[config.mk]
export PLATFORM = sky130hd
export DESIGN_NAME = pipr_area
export DESIGN_NICKNAME = d
export VERILOG_FILES = /design/src/hw/rtl/pipr_pkg.sv /design/src/hw/rtl/pipr_area.sv
export SDC_FILE = /design/constraint.sdc
export NUM_CORES = 2
export LEC_CHECK = 0
export BUFFER_PORTS_ARGS = -buffer_cell sky130_fd_sc_hd__buf_2
export CORE_MARGIN = 2
export CORE_UTILIZATION = 50
export CTS_CLUSTER_DIAMETER = 40
export CTS_CLUSTER_SIZE = 40
export DETAILED_ROUTE_END_ITERATION = 6
export PLACE_DENSITY_LB_ADDON = 0.15
export SLEW_MARGIN = 20
export SYNTH_ARGS = -nofsm -noshare
export SYNTH_HDL_FRONTEND = slang
export SYNTH_SLANG_ARGS = --single-unit
[constraint.sdc]
create_clock -name clk -period 12.06 [get_ports clk]
set_clock_uncertainty 0.05 [all_clocks]
set_input_delay 1.206 -clock clk [delete_from_list [all_inputs] [get_ports clk]]
set_output_delay 1.206 -clock clk [all_outputs]
set_load 0.05 [all_outputs]
[src/hw/rtl/pipr_pkg.sv]
`timescale 1ns / 1ps

package pipr_pkg;

    typedef struct packed {
        logic signed [30:0] x;
        logic signed [30:0] y;
    } pt_t;

    typedef enum logic [1:0] {
        SGN_ZERO,
        SGN_POS,
        SGN_NEG
    } sgn_t;

    typedef enum logic [1:0] {
        AR_IDLE,
        AR_MUL2,
        AR_CMP
    } ar_st_t;

    typedef struct packed {
        logic done;
        sgn_t sign;
    } area_res_t;

    typedef enum logic [3:0] {
        ST_IDLE,
        ST_E_FIRST,
        ST_E_A0,
        ST_E_RDB,
        ST_E_LDB,
        ST_E_GO,
        ST_E_WAIT,
        ST_R_INIT,
        ST_R_RD,
        ST_R_LD,
        ST_R_GO,
        ST_R_WAIT,
        ST_PUT
    } st_t;

    typedef enum logic [1:0] {
        OP_PAB,
        OP_RAB,
        OP_APR,
        OP_BPR
    } opsel_t;

    localparam logic signed [30:0] REF_X       = 31'sd1000000001;
    localparam logic signed [30:0] REF_Y_START = 31'sd99999999;

    localparam logic REQ_LOAD  = 1'b0;
    localparam logic REQ_QUERY = 1'b1;

    localparam logic [1:0] POS_OUTSIDE  = 2'd0;
    localparam logic [1:0] POS_INSIDE   = 2'd1;
    localparam logic [1:0] POS_BOUNDARY = 2'd2;

    localparam logic [8:0] MIN_VERTICES = 9'd3;

    function automatic logic between(logic signed [30:0] q, logic signed [30:0] e1,
                                     logic signed [30:0] e2);
        return ((e1 <= q) && (q <= e2)) || ((e2 <= q) && (q <= e1));
    endfunction

    // q within the bounding box of segment e1-e2
    function automatic logic in_box(pt_t q, pt_t e1, pt_t e2);
        return between(q.x, e1.x, e2.x) && between(q.y, e1.y, e2.y);
    endfunction

endpackage

[src/hw/rtl/pipr_area.sv]
`timescale 1ns / 1ps

module pipr_area
    import pipr_pkg::*;
(
    input  logic      clk,
    input  logic      rst_n,
    input  logic      start,
    input  pt_t       o_pt,
    input  pt_t       a_pt,
    input  pt_t       b_pt,
    output area_res_t res
);

    ar_st_t state_reg, state_next;
    logic signed [63:0] p1_reg, p2_reg;
    logic signed [31:0] m_l, m_r;
    logic signed [63:0] prod;

    always_ff @(posedge clk or negedge rst_n)
    begin
        if (!rst_n)
        begin
            state_reg <= AR_IDLE;
        end
        else
        begin
            state_reg <= state_next;
        end
    end

    always_comb
    begin
        state_next = state_reg;
        case (state_reg)
            AR_IDLE:
            begin
                if (start)
                begin
                    state_next = AR_MUL2;
                end
            end
            AR_MUL2: state_next = AR_CMP;
            AR_CMP:  state_next = AR_IDLE;
            default: state_next = AR_IDLE;
        endcase
    end

    // first product (o.x-a.x)*(o.y-b.y), then (o.x-b.x)*(o.y-a.y)
    always_comb
    begin
        if (state_reg == AR_MUL2)
        begin
            m_l = {o_pt.x[30], o_pt.x} - {b_pt.x[30], b_pt.x};
            m_r = {o_pt.y[30], o_pt.y} - {a_pt.y[30], a_pt.y};
        end
        else
        begin
            m_l = {o_pt.x[30], o_pt.x} - {a_pt.x[30], a_pt.x};
            m_r = {o_pt.y[30], o_pt.y} - {b_pt.y[30], b_pt.y};
        end
        prod = m_l * m_r;
    end

    always_ff @(posedge clk)
    begin
        if (state_reg == AR_IDLE && start)
        begin
            p1_reg <= prod;
        end
        if (state_reg == AR_MUL2)
        begin
            p2_reg <= prod;
        end
    end

    always_comb
    begin
        res.done = (state_reg == AR_CMP);
        if (p1_reg > p2_reg)
        begin
            res.sign = SGN_POS;
        end
        else if (p1_reg < p2_reg)
        begin
            res.sign = SGN_NEG;
        end
        else
        begin
            res.sign = SGN_ZERO;
        end
    end

    a_start_idle: assert property (@(posedge clk) disable iff (!rst_n)
        start |-> state_reg == AR_IDLE) else $error("area start while busy");
    a_start_run: assert property (@(posedge clk) disable iff (!rst_n)
        start |=> state_reg == AR_MUL2) else $error("area did not launch");
    a_mul_cmp: assert property (@(posedge clk) disable iff (!rst_n)
        state_reg == AR_MUL2 |=> res.done) else $error("area compare missing");

endmodule

==> impl_metrics.csv <==
group,metric,value,unit
clock_network,cts.repair.resized,0,
sta,period_share,95.9,%
clock_network,ctsLongestPathBuffers,2,
grt,grt_util_met1,37.4,%
clock_network,cts_tree,"yes",
worst_setup_path,cp.required,12210,ps
placed_design,io_buffers,191,
sta,finalSetupViolations,0,
worst_setup_path,path_common_cell,"fa_1",
placed_design,gp_congestion,0.959,
worst_setup_path,cp_slowest_cell,"fa_1",
synthesis,async_flop_share,1.54,%
worst_setup_path,start_kind,"flop",
worst_setup_path,crit_arrival,11720,ps
sta,max_freq,86.4,MHz
sta,setup_tns,0,ps
synthesis,synth_area,0.0449,mm^2
synthesis,syn_inst,4845,
sta,rsz0062_at_grt,"false",
sta,report.final.hold_viol_count,0,
die,die-area,0.0923,mm^2
cells_and_area,synthToLayoutAreaGrowth,9.42,%
outcome,status,"finished, final reports clean",
run,maxCapViolations,0,
synthesis,ys_seq_area_share,8.66,%
grt,grt_overflow,0,
clock_network,path_clk_slew,80,ps
clock_network,post_cts_buffers,0,
route,first_iter_violations,2421,
route,drc_errors,0,
hold_path,hp-class,"input pin to asynchronous set/reset pin",
synthesis,ys_ff_latch,130,
sta,slew_headroom,19.3,%
route,firstDrtPassIters,5,
worst_setup_path,crit_path_end_kind,"flop",
route,drt-vias-per-instance,5.46,
route,wl_per_cell,22.0,um
sta,maxSlewViolCount,0,
die,core,0.0888,mm^2
synthesis,yosys.area.top_type,"fa_1",
cells_and_area,nets,6591,
synthesis,synth.distinct_cells,75,
clock_network,cts_root_buf,"clkbuf_16",
route,drt_wl_total,136000,um
worst_setup_path,max_stage_delay,550,ps
clock_network,h-tree-depth,4,
cells_and_area,drive_gt1_share,9.38,%
die,dieWidth,304,um
synthesis,synth.area.top_cells,"fa_1 48%, inv_1 9.4%, ha_1 8.7%",
synthesis,syn_area_per_cell,9.28,um^2
clock_network,clk_latency,480,ps
grt,use_met3,7.02,%
worst_setup_path,crit_fanout,33,
placed_design,place_area,0.0484,mm^2
synthesis,syn-num-nets,6429,
synthesis,ys_top_cells_by_count,"1120 x inv_1, 1084 x fa_1, 641 x nand2_1",
grt,grtUsageTotal,30.9,%
die,io_pins,192,
sta,period_needed,11570,ps
grt,grt_pass1_vias,37254,
clock_network,cts_hold_buf,0,
grt,use_met2,50.6,%
synthesis,synth_edf_count,128,
synthesis,ys.flop_type,"edfxtp_1",
worst_setup_path,path_class,"flop to flop",
synthesis,synth_most_common_cell,"inv_1",
grt,antenna_found_initial,1,
die,start_util,50.6,%
grt,grt_max_degree,61,
clock_network,cts_buffers,17,
route,ant_nets,0,
grt,grt_pass1_wl,213000,um
placed_design,hpwlAfterDp,111000,um
synthesis,yosys_warnings,0,
cells_and_area,final_area,0.0492,mm^2
clock_network,cts.sinks,130,
grt,grt-busiest-layer,"met2",
sta,worst_slew_pin_slew,1210,ps
die,die_h,304,um
die,rows,109,
route,vias,33801,
synthesis,synth_top_area_share,48.3,%
==> cells by family after synthesis <==
| family | synth area share, % |
|---|---|
| DFF | 8.66 |
| buffers and inverters | 11.1 |
| AOI/OAI and AO/OA | 6.00 |
| xor gates and xnor gates | 3.09 |
| and+or+nand+nor | 12.7 |
| adders and majority gates | 56.9 |
| muxes | 1.45 |
==> cell type report <==
| type | instances | area [um^2] |
|---|---|---|
| clock buffer | 18 | 429 |
| sequential | 130 | 3890 |
| tap | 1165 | 1460 |
| clock inverter | 14 | 189 |
| multi-input combinational | 3391 | 36700 |
| timing repair buffer | 346 | 2290 |
| inverter | 1121 | 4210 |
| antenna | 2 | 5.00 |
| fill | 8117 | 39600 |
==> stage by stage <==
stage | instances | hold WS (ps) | setup slack [ps] | util (%)
5_1_grt | 6185 | 420 | 2.36 | 55.4
2_1_floorplan | 4845 | 388 | 667 | -
3_5_place_dp | 6152 | 443 | 58.4 | 54.6
6_report | 6187 | 441 | 490 | 55.4
4_1_cts | 6184 | 401 | 306 | 55.3
3_3_place_gp | 6152 | 432 | 193 | 54.6
==> critical path, delay by kind of cell, from the launching register on <==
kind	cells	cell delay, ps
fa+ha+maj	10	4810
compound gates	14	3750
buf+inv	6	870
simple gates	4	630
flops	1	400
mux	1	350
xor+xnor	2	310
==> layer usage <==
metal | vias up | wire length, um
met5 | - | 0
met4 | 0 | 10100
li1 | 14810 | -
met3 | 376 | 12300
met2 | 1488 | 63600
met1 | 17127 | 50400
==> worst paths after layout <==
path	from	endpoint	slack, ps	cells past startpoint
max	state_reg[1]	p1_reg[62]	490	37
min reg2reg	state_reg[1]	state_reg[0]	450	1
max in group asynchronous	rst_n	state_reg[0]	11420	1
max reg2reg	state_reg[1]	p1_reg[62]	490	37
min in group clk	state_reg[1]	state_reg[0]	450	1
min	rst_n	state_reg[1]	440	1
==> cell usage in the layout (no fill, tap or decap), types with 5 or more instances in the layout <==
cell,instances
xor2_1,40
xor2_2,13
inv_6,7
and2_1,40
nor2_1,473
xnor2_2,20
nand2b_1,39
buf_12,12
xnor2_4,16
a211oi_1,11
fa_1,1083
xnor2_1,67
inv_1,1120
nor3b_1,5
a21o_1,76
buf_2,191
buf_4,141
nand3_1,21
or3_1,9
o21bai_1,24
nand4_1,31
edfxtp_1,128
mux2i_1,63
nand2_1,641
nor3_1,24
ha_1,310
or2_2,8
a31oi_1,22
o21a_1,22
nor4_1,6
o211ai_1,7
o31ai_1,13
clkbuf_16,18
o21ai_0,64
nor2b_1,28
and3_1,13
a21oi_1,117
Power is not shown: default switching activity piles up to over one toggle a cycle in this logic, so the estimate is an artifact.
